<file path="src/gb3_pkg.sv">
package gb3_pkg;

    localparam int PIX_W      = 8;
    localparam int COL_OUT_W  = 11;
    localparam int ROW_W      = 12;
    localparam int CFG_DATA_W = 13;
    localparam int CFG_IDX_W  = 1;
    localparam int FWIDTH_W   = 12;
    localparam int FHEIGHT_W  = 13;
    localparam int SUM_W      = 12;
    localparam int MAX_HEIGHT = 4096;

    localparam int FRAME_WIDTH_RESET  = 640;
    localparam int FRAME_HEIGHT_RESET = 480;

    // configuration register indexes
    localparam logic [CFG_IDX_W-1:0] REG_FRAME_WIDTH  = 1'b0;
    localparam logic [CFG_IDX_W-1:0] REG_FRAME_HEIGHT = 1'b1;

    // per-pixel tag carried alongside the line store read
    typedef struct packed {
        logic [COL_OUT_W-1:0] center_col;
        logic [ROW_W-1:0]     center_row;
        logic                 emit;
        logic                 last;
    } tag_t;

endpackage

</file>
<file path="src/gb3_window.sv">
// 3x3 window: two columns of history plus the incoming column, 1-2-1 kernel.
module gb3_window (
    input  logic                      aclk,
    input  logic                      aresetn,
    input  logic                      advance,
    input  logic [gb3_pkg::PIX_W-1:0] top,
    input  logic [gb3_pkg::PIX_W-1:0] mid,
    input  logic [gb3_pkg::PIX_W-1:0] bot,
    output logic [gb3_pkg::PIX_W-1:0] blurred
);

    localparam int SW = gb3_pkg::SUM_W;

    // [0..1] top c-2,c-1; [2..3] middle; [4..5] bottom
    logic [gb3_pkg::PIX_W-1:0] win_reg [6];
    logic [SW-1:0] row_top, row_mid, row_bot, sum;

    always_ff @(posedge aclk) begin
        if (!aresetn) begin
            for (int i = 0; i < 6; i++) begin
                win_reg[i] <= '0;
            end
        end else if (advance) begin
            win_reg[0] <= win_reg[1];
            win_reg[1] <= top;
            win_reg[2] <= win_reg[3];
            win_reg[3] <= mid;
            win_reg[4] <= win_reg[5];
            win_reg[5] <= bot;
        end
    end

    // horizontal 1-2-1 per row, then vertical 1-2-1
    assign row_top = SW'(win_reg[0]) + SW'({win_reg[1], 1'b0}) + SW'(top);
    assign row_mid = SW'(win_reg[2]) + SW'({win_reg[3], 1'b0}) + SW'(mid);
    assign row_bot = SW'(win_reg[4]) + SW'({win_reg[5], 1'b0}) + SW'(bot);
    assign sum     = row_top + {row_mid[SW-2:0], 1'b0} + row_bot;

    assign blurred = sum[SW-1:4];

endmodule

</file>
<file path="config.mk">
export PLATFORM = sky130hd
export DESIGN_NAME = gb3_window
export DESIGN_NICKNAME = d
export VERILOG_FILES = /design/src/gb3_pkg.sv /design/src/gb3_window.sv
export SDC_FILE = /design/constraint.sdc
export NUM_CORES = 1
export LEC_CHECK = 0
export BUFFER_PORTS_ARGS = -buffer_cell sky130_fd_sc_hd__buf_2
export CELL_PAD_IN_SITES_DETAIL_PLACEMENT = 1
export CELL_PAD_IN_SITES_GLOBAL_PLACEMENT = 1
export CORE_MARGIN = 2
export CORE_UTILIZATION = 35
export CTS_BUF_LIST = sky130_fd_sc_hd__clkbuf_4
export DETAILED_ROUTE_END_ITERATION = 7
export HOLD_SLACK_MARGIN = 0.03
export PLACE_DENSITY = 0.6
export REMOVE_ABC_BUFFERS = 1
export SLEW_MARGIN = 20
export SYNTH_ARGS = -nofsm -noshare
export SYNTH_HDL_FRONTEND = slang
export SYNTH_SLANG_ARGS = --single-unit
</file>
<file path="constraint.sdc">
create_clock -name aclk -period 8.5 [get_ports aclk]
set_clock_uncertainty 0.2 [all_clocks]
set_input_delay 1.275 -clock aclk [delete_from_list [all_inputs] [get_ports aclk]]
set_output_delay 1.275 -clock aclk [all_outputs]
set_load 0.005 [all_outputs]
</file>
==> reports/summary.txt <==
CP startpoint: mid[1]
core box area: 9864 um^2
Core Rows: 36
largest area contributor in the netlist: edfxtp_1
layout cells sized above 1: 13.75%
largest net degree at the start of global routing: 50
Total Routing Usage GR: 12.73%
n_diodes: 0
CP max stage delay: 0.52 ns
Tcrit/Tclk final: 93.73%
RePlAce Congestion: 0.6991
Syn Inst Count: 288
Worst Path Required: 7.03 ns
Die W: 105.0 um
worst-skew pair later-pin latency: 0.35 ns
vias in the first global route: 2415
Top Ports: 35
DR vias: 2102
initial antenna violation count: 0
Initial Utilization: 36.23%
worst rel slew slack: 50.20%
fin nets: 414
Peak VDD IR: 0.0002898 V
CP Capture Type: output pin
Pleak: 1.941 nW
final hold vios: 0
hold crit path type: register to register
CP max FO: 5
worst-margin pin slew: 0.7470 ns
Routed WL per cell: 14.50 um
RSZ-0062 raised after global routing: no
CP Buf/Inv Count: 3
outcome: complete, no violations
post_cts resized: 0
chip height: 105.0 um
Max Clk Rate: 125.5 MHz
power density over the cells: 410.8 nW/um^2
Num CTS Buffers: 5
critical path class: primary input to output pin
Cell variety after synth: 31
TNS Setup: 0 ns
Max Cap Violations: 0
setup bufs post-CTS: 0
Arr. time, crit path: 6.49 ns
cell mode on critical path: fa_1
most common cell after layout, fill and taps aside: inv_1
max FFs per register: 48
clock sink count: 48
DR iter-0 viols: 56
Yosys warning count: 0
ANT nets after route: 0
#FFs+latches synth: 48
CP Launch Type: primary input
Initial DRT Pass Iterations: 4
worst r2r src: win_reg[0][12]$_SDFFCE_PN0P_
worst hold start: win_reg[0][43]$_SDFFCE_PN0P_
Seq/Total Area, Yosys: 40.34%
CTS clk-pin slew, worst paths: 0.15 ns
Synth Cell Area: 3573 um^2
Final HPWL DP: 5086 um
DRC viols: 0
CP max-delay cell: fa_1
Synth area leaders: edfxtp_1 (40%), fa_1 (25%), and3_1 (8.4%), ha_1 (8.1%), inv_1 (6.4%)
commonest non-fill, non-tap cells in the layout: inv_1 (61), and3_1 (48), edfxtp_1 (48)
Post-Syn Area per Cell: 12.41 um^2
CP delay by family, top: adder cells
Design Power: 0.001621 W
first-pass GRT wire length: 11300 um
die area: 11030 um^2
Post-CTS Hold Fix Bufs: 0
Finish-stage setup viols: 0
crit-path cells: buf_2 > fa_1 > ha_1 > fa_1 > a21o_1 > a21oi_1 > xnor2_1 > fa_1 > fa_1 > fa_1 > fa_1 > inv_1 > ha_1 > a21oi_1 > and4_1 > o21bai_1 > xor2_1 > buf_2
CTS tree: built
Slew Limit Fails: 0
root buf cell: clkbuf_4
H-tree levels: 2
clock buffer depth: 2
final wirelength: 6569 um
PortBufs: 34
Vias/cell: 4.640
total congestion overflow: 0
Synth-to-Final Area Change: 10.43%
crit path time final: 7.967 ns
Yosys top cell area share: 40.34%
[cell usage after synthesis]
library cell   n
and4b_1        1
o21bai_1       2
xor2_1         5
or3_1          1
inv_1         61
o31ai_4        1
a21oi_1        5
edfxtp_1      48
nand2b_1       2
a21o_1         3
buf_6          1
nand3_1        2
o21ai_1        1
clkbuf_1      10
o2bb2ai_1      1
o21ba_2        1
xnor2_1        8
a21boi_0       1
ha_1          23
a211oi_1       1
nand2_1        1
o31ai_1        1
o21ai_0        3
o22ai_1        1
nand4_1        2
o21a_1         1
and4_1         1
fa_1          45
and2_1         1
nor2_1         6
and3_1        48
[per-stage QoR]
stage / cell area [um^2] / instances / setup WS, ns / hold slack, ns / util, %
2_1_floorplan: 3525 / 277 / 1.074 / 0.3391 / -
3_3_place_gp: 3871 / 445 / 0.5780 / 0.3571 / 39.24
3_5_place_dp: 3871 / 445 / 0.4536 / 0.3731 / 39.24
4_1_cts: 3946 / 453 / 0.4420 / 0.4080 / 40.01
5_1_grt: 3946 / 453 / 0.2561 / 0.4267 / 40.01
6_report: 3946 / 453 / 0.5328 / 0.4055 / 40.01
[power by group]
group,switching (W),internal [W],total [W]
clock,0.0000756,0.0000602,0.000136
combinational,0.000634,0.000561,0.00120
sequential,0.00000986,0.000280,0.000289
[path summary, 6_finish.rpt]
path | end | slack (ns) | cells after the start
worst max-delay path | blurred[5] | 0.53 | 18
worst max register to register | win_reg[0][4]$_SDFFCE_PN0P_ | 7.42 | 1
worst min register to register | win_reg[0][35]$_SDFFCE_PN0P_ | 0.41 | 1
worst min-delay path | win_reg[0][35]$_SDFFCE_PN0P_ | 0.41 | 1
[cell families (layout without fill, tap and decap cells)]
kind of cell / after synthesis / in the layout / synth area share [%]
flops: 48 / 48 / 40.34
xor+xnor: 13 / 13 / 3.186
buf+inv: 72 / 104 / 7.773
fa+ha+maj: 68 / 68 / 33.26
compound gates: 22 / 22 / 4.447
simple gates: 65 / 65 / 10.99
[metal layers]
metal	up-vias	global-route usage, %	wire length (um)
li1	1014	-	-
met1	1055	15.18	2798
met2	27	24.17	3547
met3	6	2.246	179
met4	0	2.000	44
met5	-	0	0
[cell type report]
| class | instances | area (um^2) |
|---|---|---|
| multi-input cells | 168 | 1857 |
| inverters | 61 | 229.0 |
| flip-flops and latches | 48 | 1441 |
| well taps | 133 | 166.4 |
| clock buffers | 5 | 37.54 |
| repair buffers | 35 | 177.7 |
| fillers | 1075 | 5918 |
| clock inverters | 3 | 37.54 |
Note: power is estimated with default switching activity, not from simulation.
