$ cat src/gb3_pkg.sv
package gb3_pkg;

    localparam int PIX_W      = 8;
    localparam int COL_OUT_W  = 11;
    localparam int ROW_W      = 12;
    localparam int CFG_DATA_W = 13;
    localparam int CFG_IDX_W  = 1;
    localparam int FWIDTH_W   = 12;
    localparam int FHEIGHT_W  = 13;
    localparam int SUM_W      = 12;
    localparam int MAX_HEIGHT = 4096;

    localparam int FRAME_WIDTH_RESET  = 640;
    localparam int FRAME_HEIGHT_RESET = 480;

    // configuration register indexes
    localparam logic [CFG_IDX_W-1:0] REG_FRAME_WIDTH  = 1'b0;
    localparam logic [CFG_IDX_W-1:0] REG_FRAME_HEIGHT = 1'b1;

    // per-pixel tag carried alongside the line store read
    typedef struct packed {
        logic [COL_OUT_W-1:0] center_col;
        logic [ROW_W-1:0]     center_row;
        logic                 emit;
        logic                 last;
    } tag_t;

endpackage

$ cat src/gb3_scan.sv
// Raster position counters and frame size registers.
module gb3_scan #(
    parameter int MAX_WIDTH = 2048
) (
    input  logic                           aclk,
    input  logic                           aresetn,
    input  logic                           cfg_wr_en,
    input  logic [gb3_pkg::CFG_IDX_W-1:0]  cfg_index,
    input  logic [gb3_pkg::CFG_DATA_W-1:0] cfg_wdata,
    input  logic                           advance,
    output logic [$clog2(MAX_WIDTH)-1:0]   rd_addr,
    output gb3_pkg::tag_t                  tag
);

    localparam int CNT_W = $clog2(MAX_WIDTH);
    localparam int CMP_W = (CNT_W + 1 > gb3_pkg::FWIDTH_W) ? CNT_W + 1 : gb3_pkg::FWIDTH_W;
    localparam int RESET_LAST_COL = (gb3_pkg::FRAME_WIDTH_RESET > MAX_WIDTH) ?
                                    MAX_WIDTH - 1 : gb3_pkg::FRAME_WIDTH_RESET - 1;

    logic [CNT_W-1:0]           col_reg, col_next;
    logic [gb3_pkg::ROW_W-1:0]  row_reg, row_next;
    logic [CNT_W-1:0]           last_col_reg, last_col_next;
    logic [gb3_pkg::ROW_W-1:0]  last_row_reg, last_row_next;
    logic [CMP_W-1:0]           fw;
    logic [CMP_W-1:0]           fw_last;
    logic [gb3_pkg::FHEIGHT_W-1:0] fh;
    logic [gb3_pkg::FHEIGHT_W-1:0] fh_last;
    logic [CNT_W-1:0]           col_m1;
    logic [CNT_W+gb3_pkg::COL_OUT_W-1:0] col_m1_ext;

    // clamp sizes once, at write time
    always_comb begin
        fw = CMP_W'(cfg_wdata[gb3_pkg::FWIDTH_W-1:0]);
        if (fw < CMP_W'(3)) begin
            fw_last = CMP_W'(2);
        end else if (fw > CMP_W'(MAX_WIDTH)) begin
            fw_last = CMP_W'(MAX_WIDTH - 1);
        end else begin
            fw_last = fw - CMP_W'(1);
        end
        fh = cfg_wdata[gb3_pkg::FHEIGHT_W-1:0];
        if (fh < gb3_pkg::FHEIGHT_W'(3)) begin
            fh_last = gb3_pkg::FHEIGHT_W'(2);
        end else if (fh > gb3_pkg::FHEIGHT_W'(gb3_pkg::MAX_HEIGHT)) begin
            fh_last = gb3_pkg::FHEIGHT_W'(gb3_pkg::MAX_HEIGHT - 1);
        end else begin
            fh_last = fh - gb3_pkg::FHEIGHT_W'(1);
        end
    end

    always_comb begin
        last_col_next = last_col_reg;
        last_row_next = last_row_reg;
        if (cfg_wr_en) begin
            case (cfg_index)
                gb3_pkg::REG_FRAME_WIDTH:  last_col_next = fw_last[CNT_W-1:0];
                gb3_pkg::REG_FRAME_HEIGHT: last_row_next = fh_last[gb3_pkg::ROW_W-1:0];
                default: ;
            endcase
        end
    end

    always_comb begin
        col_next = col_reg;
        row_next = row_reg;
        if (advance) begin
            if (col_reg >= last_col_reg) begin
                col_next = '0;
                row_next = (row_reg >= last_row_reg) ? '0 : row_reg + 1'b1;
            end else begin
                col_next = col_reg + 1'b1;
            end
        end
    end

    always_ff @(posedge aclk) begin
        if (!aresetn) begin
            col_reg      <= '0;
            row_reg      <= '0;
            last_col_reg <= CNT_W'(RESET_LAST_COL);
            last_row_reg <= gb3_pkg::ROW_W'(gb3_pkg::FRAME_HEIGHT_RESET - 1);
        end else begin
            col_reg      <= col_next;
            row_reg      <= row_next;
            last_col_reg <= last_col_next;
            last_row_reg <= last_row_next;
        end
    end

    assign col_m1     = col_reg - 1'b1;
    assign col_m1_ext = {{gb3_pkg::COL_OUT_W{1'b0}}, col_m1};

    assign rd_addr        = col_reg;
    assign tag.center_col = col_m1_ext[gb3_pkg::COL_OUT_W-1:0];
    assign tag.center_row = row_reg - 1'b1;
    assign tag.emit       = (row_reg >= gb3_pkg::ROW_W'(2)) && (col_reg >= CNT_W'(2));
    assign tag.last       = (col_reg == last_col_reg) && (row_reg == last_row_reg);

endmodule

$ cat config.mk
export PLATFORM = sky130hd
export DESIGN_NAME = gb3_scan
export DESIGN_NICKNAME = d
export VERILOG_FILES = /design/src/gb3_pkg.sv /design/src/gb3_scan.sv
export SDC_FILE = /design/constraint.sdc
export NUM_CORES = 1
export LEC_CHECK = 0
export BUFFER_PORTS_ARGS = -buffer_cell sky130_fd_sc_hd__buf_4
export CORE_MARGIN = 5
export CORE_UTILIZATION = 59
export CTS_BUF_LIST = sky130_fd_sc_hd__clkbuf_8
export DETAILED_ROUTE_END_ITERATION = 8
export GPL_TIMING_DRIVEN = 0
export PLACE_DENSITY = 0.83
export SLEW_MARGIN = 20
export SYNTH_ARGS = -nofsm -noshare
export SYNTH_HDL_FRONTEND = slang
export SYNTH_SLANG_ARGS = --single-unit
$ cat constraint.sdc
create_clock -name aclk -period 7.3 [get_ports aclk]
set_clock_uncertainty 0.05 [all_clocks]
set_input_delay 0.365 -clock aclk [delete_from_list [all_inputs] [get_ports aclk]]
set_output_delay 0.365 -clock aclk [all_outputs]
set_load 0.02 [all_outputs]
==> metrics, run 1 <==
status complete, no violations; RSZ-0062 raised after global routing no; pin count of the biggest net entering global routing 16; row count 26; CP bufs+invs 2; kind of start point of the critical path flop; Synth Area in Compound Gates 17.57%; routability cong. 0.9155; Setup crit start row_reg[0]; starting density of the core 61.68%; internal power 0.4352 mW; Adder-Cell Fraction of Synth Area 12.55%; Area Overhead vs Synth 18.51%; vias per inst 5.639; Avg Cell Area, Syn 8.037 um2; Post-CTS Setup Bufs 0; Port Buffers 52; Via Count 2972; Post-DP Area 3669 um2; Distinct cells, synth 54; cell chain of the critical path inv_1 > ha_1 > inv_1 > nor4_1 > a2111oi_0 > nand3_1 > nor2_1 > a22o_1; sw power 0.1962 mW; top cell family by delay on the critical path simple AND/OR/NAND/NOR gates; sequential area share after synthesis 28.86%; area leader, netlist dfxtp_1; drt total wl 7626 um; setup TNS 0 ns; vias in the first global route 2833; worst r2r src row_reg[0]; final net count 506; mux cell area share after synthesis 0.3137%; first-pass GRT wire length 12830 um; Slew headroom 44.28%; combinational power share 26.8%; CP max-delay cell a2111oi_0; crit-path most repeated cell inv_1; layout cell share with drive strength beyond 1 15.54%; yosys warns 0; grt total ovfl 0; post-synthesis xor/xnor area fraction 10.43%; Crit path depth 8; Critical Path AT 3.26 ns; post-synth top area share 28.86%; Ports 54; PostCTS Resize Cnt 0; sequential fraction of design power 42.9%; P per Cell Area 167.0 nW/um2; Place WS 4.344 ns; Clk pwr share 30.3%; WP data required 7.49 ns; initial antenna violation count 0; final setup violating endpoints 0; Post-synth ARST share 0%; count of antenna-violating nets left after detailed routing 0; Slew Limit Fails 0; Max-cap violations 0; Initial DRC Count 154; Final Hold Vio Count 0; Net Sw Frac 31.08%; ant diodes 0; Core Region 5172 um2; Critical Path End Type flop; Hold Path Depth 3; max incr delay on CP 0.70 ns; first drt pass iteration count 4; Max Buffers Root-to-Sink 2; Final Cycle Share 42.09%; flop2flop setup slack 4.23 ns; Leak 1.795 nW; wire per inst 14.47 um; clock-pin transition on the worst setup and hold timing paths 0.09 ns; crit-path max FO 9; worst slew pin tran 0.8147 ns; GR Util All Layers 21.91%; synthesized instance count 397; Die Y 83.54 um; cell area after synthesis 3191 um2; Max Clock Freq 325.4 MHz; Synth Register Bits 46; largest family of logic cells by synthesized area simple AND/OR/NAND/NOR gates; top post-synthesis cells by area dfxtp_1 29%, ha_1 13%, xor2_1 6.6%; simple-gate share of the synthesized area 23.18%; die footprint 6978 um2; fin worst setup slack 4.227 ns; hold buffer count at CTS 0; CTS tree done; Hold Startpoint cfg_wr_en; Crit Path Class reg2reg; synthesized net count 447; Skew-Pair Late Insertion Delay 0.31 ns; peak supply drop 0.1032 mV; # H-tree levels 2; Period minus WS final 3.073 ns; root buffer selected by CTS clkbuf_8; die width 83.54 um; design area 3781 um2; HPWL after DPL 6132 um; Hold Path Class in2reg; Reg2Reg Depth 8; total CTS buffers 5; Post-synth top flop dfxtp_1; DRC viols 0; Sink Count 46; Post-synth EDFFs 0; Tot Pwr 0.6314 mW
[cell usage in the layout (no fill, tap or decap), types with 2 or more instances in the layout]
cell,count
or4_1,2
clkbuf_1,13
a221o_1,4
nand4_1,6
nand2_1,35
and4_1,2
nor2b_1,11
nand3_1,11
and3_1,11
xor2_1,24
o211ai_1,4
a22o_1,7
dfxtp_1,46
o221ai_1,6
xnor2_1,14
nor3_1,11
a211o_1,2
and2_1,2
nand2b_1,5
o22ai_1,2
buf_6,2
nor2_1,32
inv_1,36
ha_1,32
o21ai_0,19
clkbuf_8,5
a21oi_1,17
o21a_1,2
or3_1,4
nor4_1,8
buf_4,53
o31ai_1,3
[cells in the mapped netlist, drive strengths merged, types with 2 or more instances]
master and n:
clkbuf 13, nand3 11, buf 5, nor4 8, nand2b 5, ha 32, o22ai 2, nor3 12
a221o 4, a211o 2, and3 11, and4 2, a22o 7, nand4 6, o211ai 4, nor2 32
nor2b 11, xor2 24, xnor2 14, dfxtp 46, o221ai 6, o31ai 4, and2 2, or3 4
nand2 35, inv 36, o21a 2, a21boi 2, o21ai 20, or4 3, a21oi 18
[worst register-to-register path, stage by stage (launching register included)]
cell and delay [ns]:
dfxtp_1 0.48, inv_1 0.16, ha_1 0.32, inv_1 0.06, nor4_1 0.07, a2111oi_0 0.70
nand3_1 0.41, nor2_1 0.52, a22o_1 0.23
[cells by family (layout without fill, tap and decap cells)]
logic type               Yosys count  count (layout)
AND/OR/NAND/NOR                  146             146
adder cells (fa/ha/maj)           32              32
AO/OA/AOI/OAI                     79              79
XOR/XNOR                          38              38
flip-flops                        46              46
multiplexers                       1               1
buffers and inverters             55             115
[power groups by stage]
stage | clock [mW] | sequential (mW) | combinational [mW]
floorplan | 0 | 0.277 | 0.103
global placement | 0 | 0.276 | 0.166
finish | 0.191 | 0.271 | 0.169
detailed placement | 0 | 0.277 | 0.169
global route | 0.203 | 0.272 | 0.186
CTS | 0.193 | 0.271 | 0.170
[stage by stage]
step	std cells	hold slack (ns)	util (%)
global placement	519	0.3917	70.92
CTS	527	0.3399	73.10
detailed placement	519	0.3964	70.92
finish	527	0.3479	73.10
global route	527	0.3533	73.10
floorplan	397	0.3819	-
[cell type report]
type                            instances  area, um2
Fill cell                             402       1391
Tap cell                               70      87.58
Timing Repair Buffer                   52      390.4
Clock buffer                            5      68.82
Clock inverter                          3      43.79
Buffer                                 18      87.58
Multi-Input combinational cell        296       2043
Sequential cell                        46      920.9
Inverter                               37      138.9
[per-layer routing]
layer | track usage (%) | up-vias | routed length, um
met4 | 8.626 | 0 | 189
met5 | 0 | - | 0
met3 | 4.245 | 17 | 434
met1 | 27.09 | 1363 | 3384
met2 | 37.39 | 90 | 3618
li1 | - | 1502 | -
[worst paths after layout]
check | to
worst max register to register | row_reg[7]
worst min register to register | last_row_reg[10]
worst min-delay path | last_row_reg[1]
worst max-delay path | row_reg[7]
Note: power is estimated with default switching activity, not from simulation.
==> run 2, diff against run 1 <==
==> constraint.sdc (replaced) <==
create_clock -name aclk -period 3.2 [get_ports aclk]
set_clock_uncertainty 0.05 [all_clocks]
set_input_delay 0.16 -clock aclk [delete_from_list [all_inputs] [get_ports aclk]]
set_output_delay 0.16 -clock aclk [all_outputs]
set_load 0.02 [all_outputs]
==> run 2 against run 1 <==
Non-clock buffer count unchanged. Cell count unchanged. Sequential share of layout area about the same. Cell area about the same. Via count about the same. Global-route usage unchanged. Routed wire length about the same. Die area unchanged. Critical path depth unchanged. Utilization about the same. Hold slack worse by 0.20 ns. Setup slack worse by 3.9 ns. Critical path type unchanged.
==> metrics, run 2 (synthesis gave the netlist of run 1 again) <==
peak supply drop 0.2352 mV (was 0.1032 mV); worst slew pin tran 0.6275 ns (was 0.8147 ns); Area Overhead vs Synth 18.55% (was 18.51%); Worst Setup EP row_reg[7] (unchanged); commonest non-fill, non-tap cells in the layout 53 x buf_4, 46 x dfxtp_1, 36 x inv_1, 35 x nand2_1 (unchanged); first-pass GRT wire length 12830 um (unchanged); count of antenna-violating nets left after detailed routing 0 (unchanged); Critical Path AT 3.11 ns (was 3.26 ns); Max Clock Freq 342.6 MHz (was 325.4 MHz); Period minus WS final 2.919 ns (was 3.073 ns); non-filler cells, final 527 (unchanged); status complete, no violations (unchanged); total CTS buffers 5 (unchanged); clock-pin transition on the worst setup and hold timing paths 0.09 ns (about the same); fin worst setup slack 0.2810 ns (was 4.227 ns); Final Hold Vio Count 0 (unchanged); worst r2r src row_reg[0] (unchanged); drt total wl 7622 um (was 7626 um); routability cong. 0.9155 (unchanged); row count 26 (unchanged); WP data required 3.39 ns (was 7.49 ns); ant diodes 0 (unchanged); root buffer selected by CTS clkbuf_8 (unchanged); Die Y 83.54 um (unchanged); vias in the first global route 2833 (unchanged); starting density of the core 61.68% (unchanged); Initial DRC Count 153 (was 154); Slew headroom 58.06% (was 44.28%); Setup crit start row_reg[0] (unchanged); met3 usage 4.245% (unchanged); CP max-delay cell a2111oi_1 (was a2111oi_0); grt total ovfl 0 (unchanged); final net count 506 (unchanged); # H-tree levels 2 (unchanged); met1 Use GR 27.09% (unchanged); Placed Instances 519 (unchanged); first drt pass iteration count 4 (unchanged); setup TNS 0 ns (unchanged); P per Cell Area 381.0 nW/um2 (was 167.0 nW/um2); layout cell share with drive strength beyond 1 15.54% (unchanged); most used routing layer met2 (unchanged); Post-CTS Setup Bufs 0 (unchanged); Max-cap violations 0 (unchanged); Ports 54 (unchanged); Final Cycle Share 91.22% (was 42.09%); DRC viols 0 (unchanged); Hold Path Class in2reg (unchanged); RR Endpoint row_reg[7] (unchanged); crit-path most repeated cell inv_1 (unchanged); Slew Limit Fails 0 (unchanged); Leak 1.795 nW (about the same); max incr delay on CP 0.58 ns (was 0.70 ns); flop2flop setup slack 0.28 ns (was 4.23 ns); Crit Path Class reg2reg (unchanged); HPWL after DPL 6132 um (unchanged); CTS tree done (unchanged); Skew-Pair Late Insertion Delay 0.31 ns (about the same); Tot Pwr 1.441 mW (was 0.6314 mW); RSZ-0062 raised after global routing no (unchanged); Port Buffers 52 (unchanged); die footprint 6978 um2 (unchanged); wire per inst 14.46 um (was 14.47 um); kind of start point of the critical path flop (unchanged); pin count of the biggest net entering global routing 16 (unchanged); Fillers 402 (unchanged); Reg2Reg Depth 8 (unchanged); Place WS 0.2439 ns (was 4.344 ns); crit-path max FO 9 (unchanged); Sink Count 46 (unchanged); Core Region 5172 um2 (unchanged); Critical Path End Type flop (unchanged); met2 usage 37.39% (unchanged); vias per inst 5.643 (was 5.639); Post-DP Area 3669 um2 (unchanged); final setup violating endpoints 0 (unchanged); design area 3782 um2 (was 3781 um2); GR Util All Layers 21.91% (unchanged); cell chain of the critical path inv_1 > ha_1 > inv_1 > nor4_1 > a2111oi_1 > nand3_1 > nor2_1 > a22o_1 (was inv_1 > ha_1 > inv_1 > nor4_1 > a2111oi_0 > nand3_1 > nor2_1 > a22o_1); Max Buffers Root-to-Sink 2 (unchanged); commonest non-fill, non-tap cell in the layout buf_4 (unchanged); die width 83.54 um (unchanged); initial antenna violation count 0 (unchanged); Via Count 2974 (was 2972)
==> run 2: cell counts in the layout (fill, tap and decap cells not counted) <==
Identical to the previous run, type by type.
==> run 2: report_power, final <==
part	leakage, nW	switching, mW	internal (mW)	total [mW]
combinational	1.36	0.223	0.163	0.385
sequential	0.375	0.0222	0.596	0.618
clock	0.0585	0.203	0.234	0.437
total	1.80	0.448	0.993	1.44
==> run 2: final cells by class <==
type | instances | area [um2] | area share, %
clock buffer | 5 | 68.82 | 1.819
sequential | 46 | 920.9 | 24.35
buffer | 18 | 87.58 | 2.316
inverter | 37 | 138.9 | 3.672
multi-input combinational | 296 | 2044 | 54.05
tap | 70 | 87.58 | 2.316
timing repair buffer | 52 | 390.4 | 10.32
clock inverter | 3 | 43.79 | 1.158
==> run 2: worst min path at each step <==
stage / endpoint / slack, ns / startpoint / cells after the start
6_report: last_row_reg[1] / 0.14 / cfg_wr_en / 3
5_1_grt: last_row_reg[1] / 0.15 / cfg_index / 3
4_1_cts: last_row_reg[1] / 0.13 / cfg_wr_en / 3
3_5_place_dp: last_row_reg[10] / 0.40 / last_row_reg[10] / 2
3_3_place_gp: last_row_reg[9] / 0.39 / last_row_reg[9] / 2
2_1_floorplan: last_row_reg[1] / 0.29 / cfg_wr_en / 2
==> run 2: metal layers <==
metal	vias up	part of all wire, %
met5	-	0
met4	0	2.5
met3	17	5.7
met2	88	47
met1	1366	44
li1	1503	-
==> run 2: timing repair <==
action / in CTS / in global routing
hold buffers: 0 / 0
endpoints found under the setup margin: 0 / 11
gates resized for setup: 0 / 1
==> run 2: critical path, delay by kind of cell (launching register included) <==
| kind | cells | cell delay (ns) |
|---|---|---|
| flops | 1 | 0.48 |
| buf+inv | 2 | 0.22 |
| simple gates | 3 | 0.97 |
| compound gates | 2 | 0.81 |
| fa+ha+maj | 1 | 0.32 |
==> run 2: through the flow <==
step	hold WS, ns	utilization [%]
after global routing	0.1483	73.13
after floorplan	0.2917	-
final	0.1431	73.13
after detailed placement	0.3964	70.92
after global placement	0.3917	70.92
after CTS	0.1349	73.10
==> run 3, diff against run 2 <==
--- a/config.mk
+++ b/config.mk
@@ -11,7 +11,7 @@
 export CTS_BUF_LIST = sky130_fd_sc_hd__clkbuf_8
 export DETAILED_ROUTE_END_ITERATION = 8
 export GPL_TIMING_DRIVEN = 0
-export PLACE_DENSITY = 0.83
+export PLACE_DENSITY_LB_ADDON = 0.25
 export SLEW_MARGIN = 20
 export SYNTH_ARGS = -nofsm -noshare
 export SYNTH_HDL_FRONTEND = slang
==> run 3 against run 2 <==
Utilization decreased by 0.58 points. Die area did not move. Critical path depth fell by 1. Maximum frequency up 0.63%. Sequential power about the same. Clock power is 23% lower. Flip-flop and latch count unchanged. Critical path type unchanged. Highest routed layer unchanged.
==> metrics, run 3 (synthesis gave the netlist of run 1 again) <==
status complete, no violations (unchanged); Crit path depth 7 (was 8); cell chain of the critical path ha_1 > nand4_1 > nor4_1 > a2111oi_1 > nand3_1 > or2_2 > o31ai_1 (was inv_1 > ha_1 > inv_1 > nor4_1 > a2111oi_1 > nand3_1 > nor2_1 > a22o_1); HPWL after DPL 6125 um (was 6132 um); Port Buffers 52 (unchanged); CTS tree done (unchanged); setup TNS 0 ns (unchanged); Max Clock Freq 344.8 MHz (was 342.6 MHz); worst slew pin tran 0.6780 ns (was 0.6275 ns); Tot Pwr 1.341 mW (was 1.441 mW); root buffer selected by CTS clkbuf_8 (unchanged); GR Util All Layers 22.65% (was 21.91%); Sink Count 46 (unchanged); top cell family by delay on the critical path simple AND/OR/NAND/NOR gates (unchanged); Critical Path End Type flop (unchanged); Slew headroom 54.69% (was 58.06%); wire per inst 14.60 um (was 14.46 um); Post-DP Area 3669 um2 (unchanged); ant diodes 0 (unchanged); initial antenna violation count 0 (unchanged); Final Cycle Share 90.64% (was 91.22%); first-pass GRT wire length 13300 um (was 12830 um); CP max-delay cell a2111oi_1 (unchanged); sequential cell area 920.9 um2 (unchanged); final net count 506 (unchanged); die footprint 6978 um2 (unchanged); Core Region 5172 um2 (unchanged); Slew Limit Fails 0 (unchanged); count of antenna-violating nets left after detailed routing 0 (unchanged); Leak 1.778 nW (was 1.795 nW); commonest non-fill, non-tap cells in the layout 53 x buf_4, 46 x dfxtp_1, 37 x inv_1, 35 x nand2_1, 32 x ha_1 (was 53 x buf_4, 46 x dfxtp_1, 36 x inv_1, 35 x nand2_1); pin count of the biggest net entering global routing 14 (was 16); design area 3752 um2 (was 3782 um2); Max-cap violations 0 (unchanged); die width 83.54 um (unchanged); final setup violating endpoints 0 (unchanged); Final Hold Vio Count 0 (unchanged); grt total ovfl 0 (unchanged); starting density of the core 61.68% (unchanged); RSZ-0062 raised after global routing no (unchanged); Initial DRC Count 184 (was 153); Area Overhead vs Synth 17.61% (was 18.55%); Hold Path Class in2reg (unchanged); Ports 54 (unchanged); Skew-Pair Late Insertion Delay 0.30 ns (was 0.31 ns); Hold Path Depth 3 (unchanged); vias per inst 5.631 (was 5.643); Period minus WS final 2.901 ns (was 2.919 ns); Fillers 416 (was 402); total CTS buffers 5 (unchanged); max incr delay on CP 0.62 ns (was 0.58 ns); layout cell share with drive strength beyond 1 15.35% (was 15.54%); drt total wl 7682 um (was 7622 um); row count 26 (unchanged); peak supply drop 0.2555 mV (was 0.2352 mV); Die Y 83.54 um (unchanged); WP data required 3.36 ns (was 3.39 ns); # H-tree levels 2 (unchanged); Post-CTS Setup Bufs 0 (unchanged); Reg2Reg Depth 7 (was 8); clock-pin transition on the worst setup and hold timing paths 0.08 ns (was 0.09 ns); Crit Path Class reg2reg (unchanged); kind of start point of the critical path flop (unchanged); vias in the first global route 2932 (was 2833); DRC viols 0 (unchanged); Critical Path AT 3.06 ns (was 3.11 ns); first drt pass iteration count 5 (was 4); routability cong. 0.9268 (was 0.9155); Multi-input gate area 2047 um2 (was 2044 um2); crit-path max FO 9 (unchanged); Max Buffers Root-to-Sink 2 (unchanged); commonest non-fill, non-tap cell in the layout buf_4 (unchanged); Via Count 2962 (was 2974); CP bufs+invs 0 (was 2); P per Cell Area 357.4 nW/um2 (was 381.0 nW/um2)
run 3: worst register-to-register path, stage by stage, from the launching register on:
cell,delay (ns)
dfxtp_1,0.50
ha_1,0.31
nand4_1,0.15
nor4_1,0.12
a2111oi_1,0.62
nand3_1,0.40
or2_2,0.44
o31ai_1,0.23
run 3: final cells by class:
type,count,share of cell area (%)
Clock inverter,2,0.3001
Inverter,37,3.701
Timing Repair Buffer,52,10.40
Clock buffer,5,1.834
Sequential cell,46,24.54
Tap cell,70,2.334
Multi-Input combinational cell,296,54.55
Buffer,18,2.334
run 3: layer usage:
layer	GRT usage (%)	part of all wire, %
met1	28.80	45
met2	38.56	47
met3	4.245	5.6
met4	7.456	2.1
met5	0	0
run 3: worst paths after layout:
check | from | to | slack (ns)
setup / recovery | row_reg[10] | row_reg[3] | 0.30
hold / removal | cfg_wr_en | last_row_reg[1] | 0.15
setup reg to reg | row_reg[10] | row_reg[3] | 0.30
hold reg to reg | last_row_reg[9] | last_row_reg[9] | 0.41
run 3: power by group:
part	leakage, nW	total [mW]	internal [mW]	switching [mW]
Combinational	1.36	0.386	0.162	0.223
Sequential	0.375	0.617	0.596	0.0213
Clock	0.0414	0.338	0.147	0.191
Total	1.78	1.34	0.905	0.436
run 3: through the flow:
step	hold WS, ns	setup slack [ns]	util (%)	cells
global route	0.1651	0.1297	72.54	526
CTS	0.1493	0.1769	72.47	526
floorplan	0.2917	0.7357	-	397
finish	0.1505	0.2994	72.54	526
global placement	0.3919	0.2927	70.92	519
detailed placement	0.3961	0.2208	70.92	519
run 3: what timing repair did:
| item | CTS | global route |
|---|---|---|
| setup endpoints to repair | 0 | 8 |
| hold buffers | 0 | 0 |
| gates resized for setup | 0 | 2 |
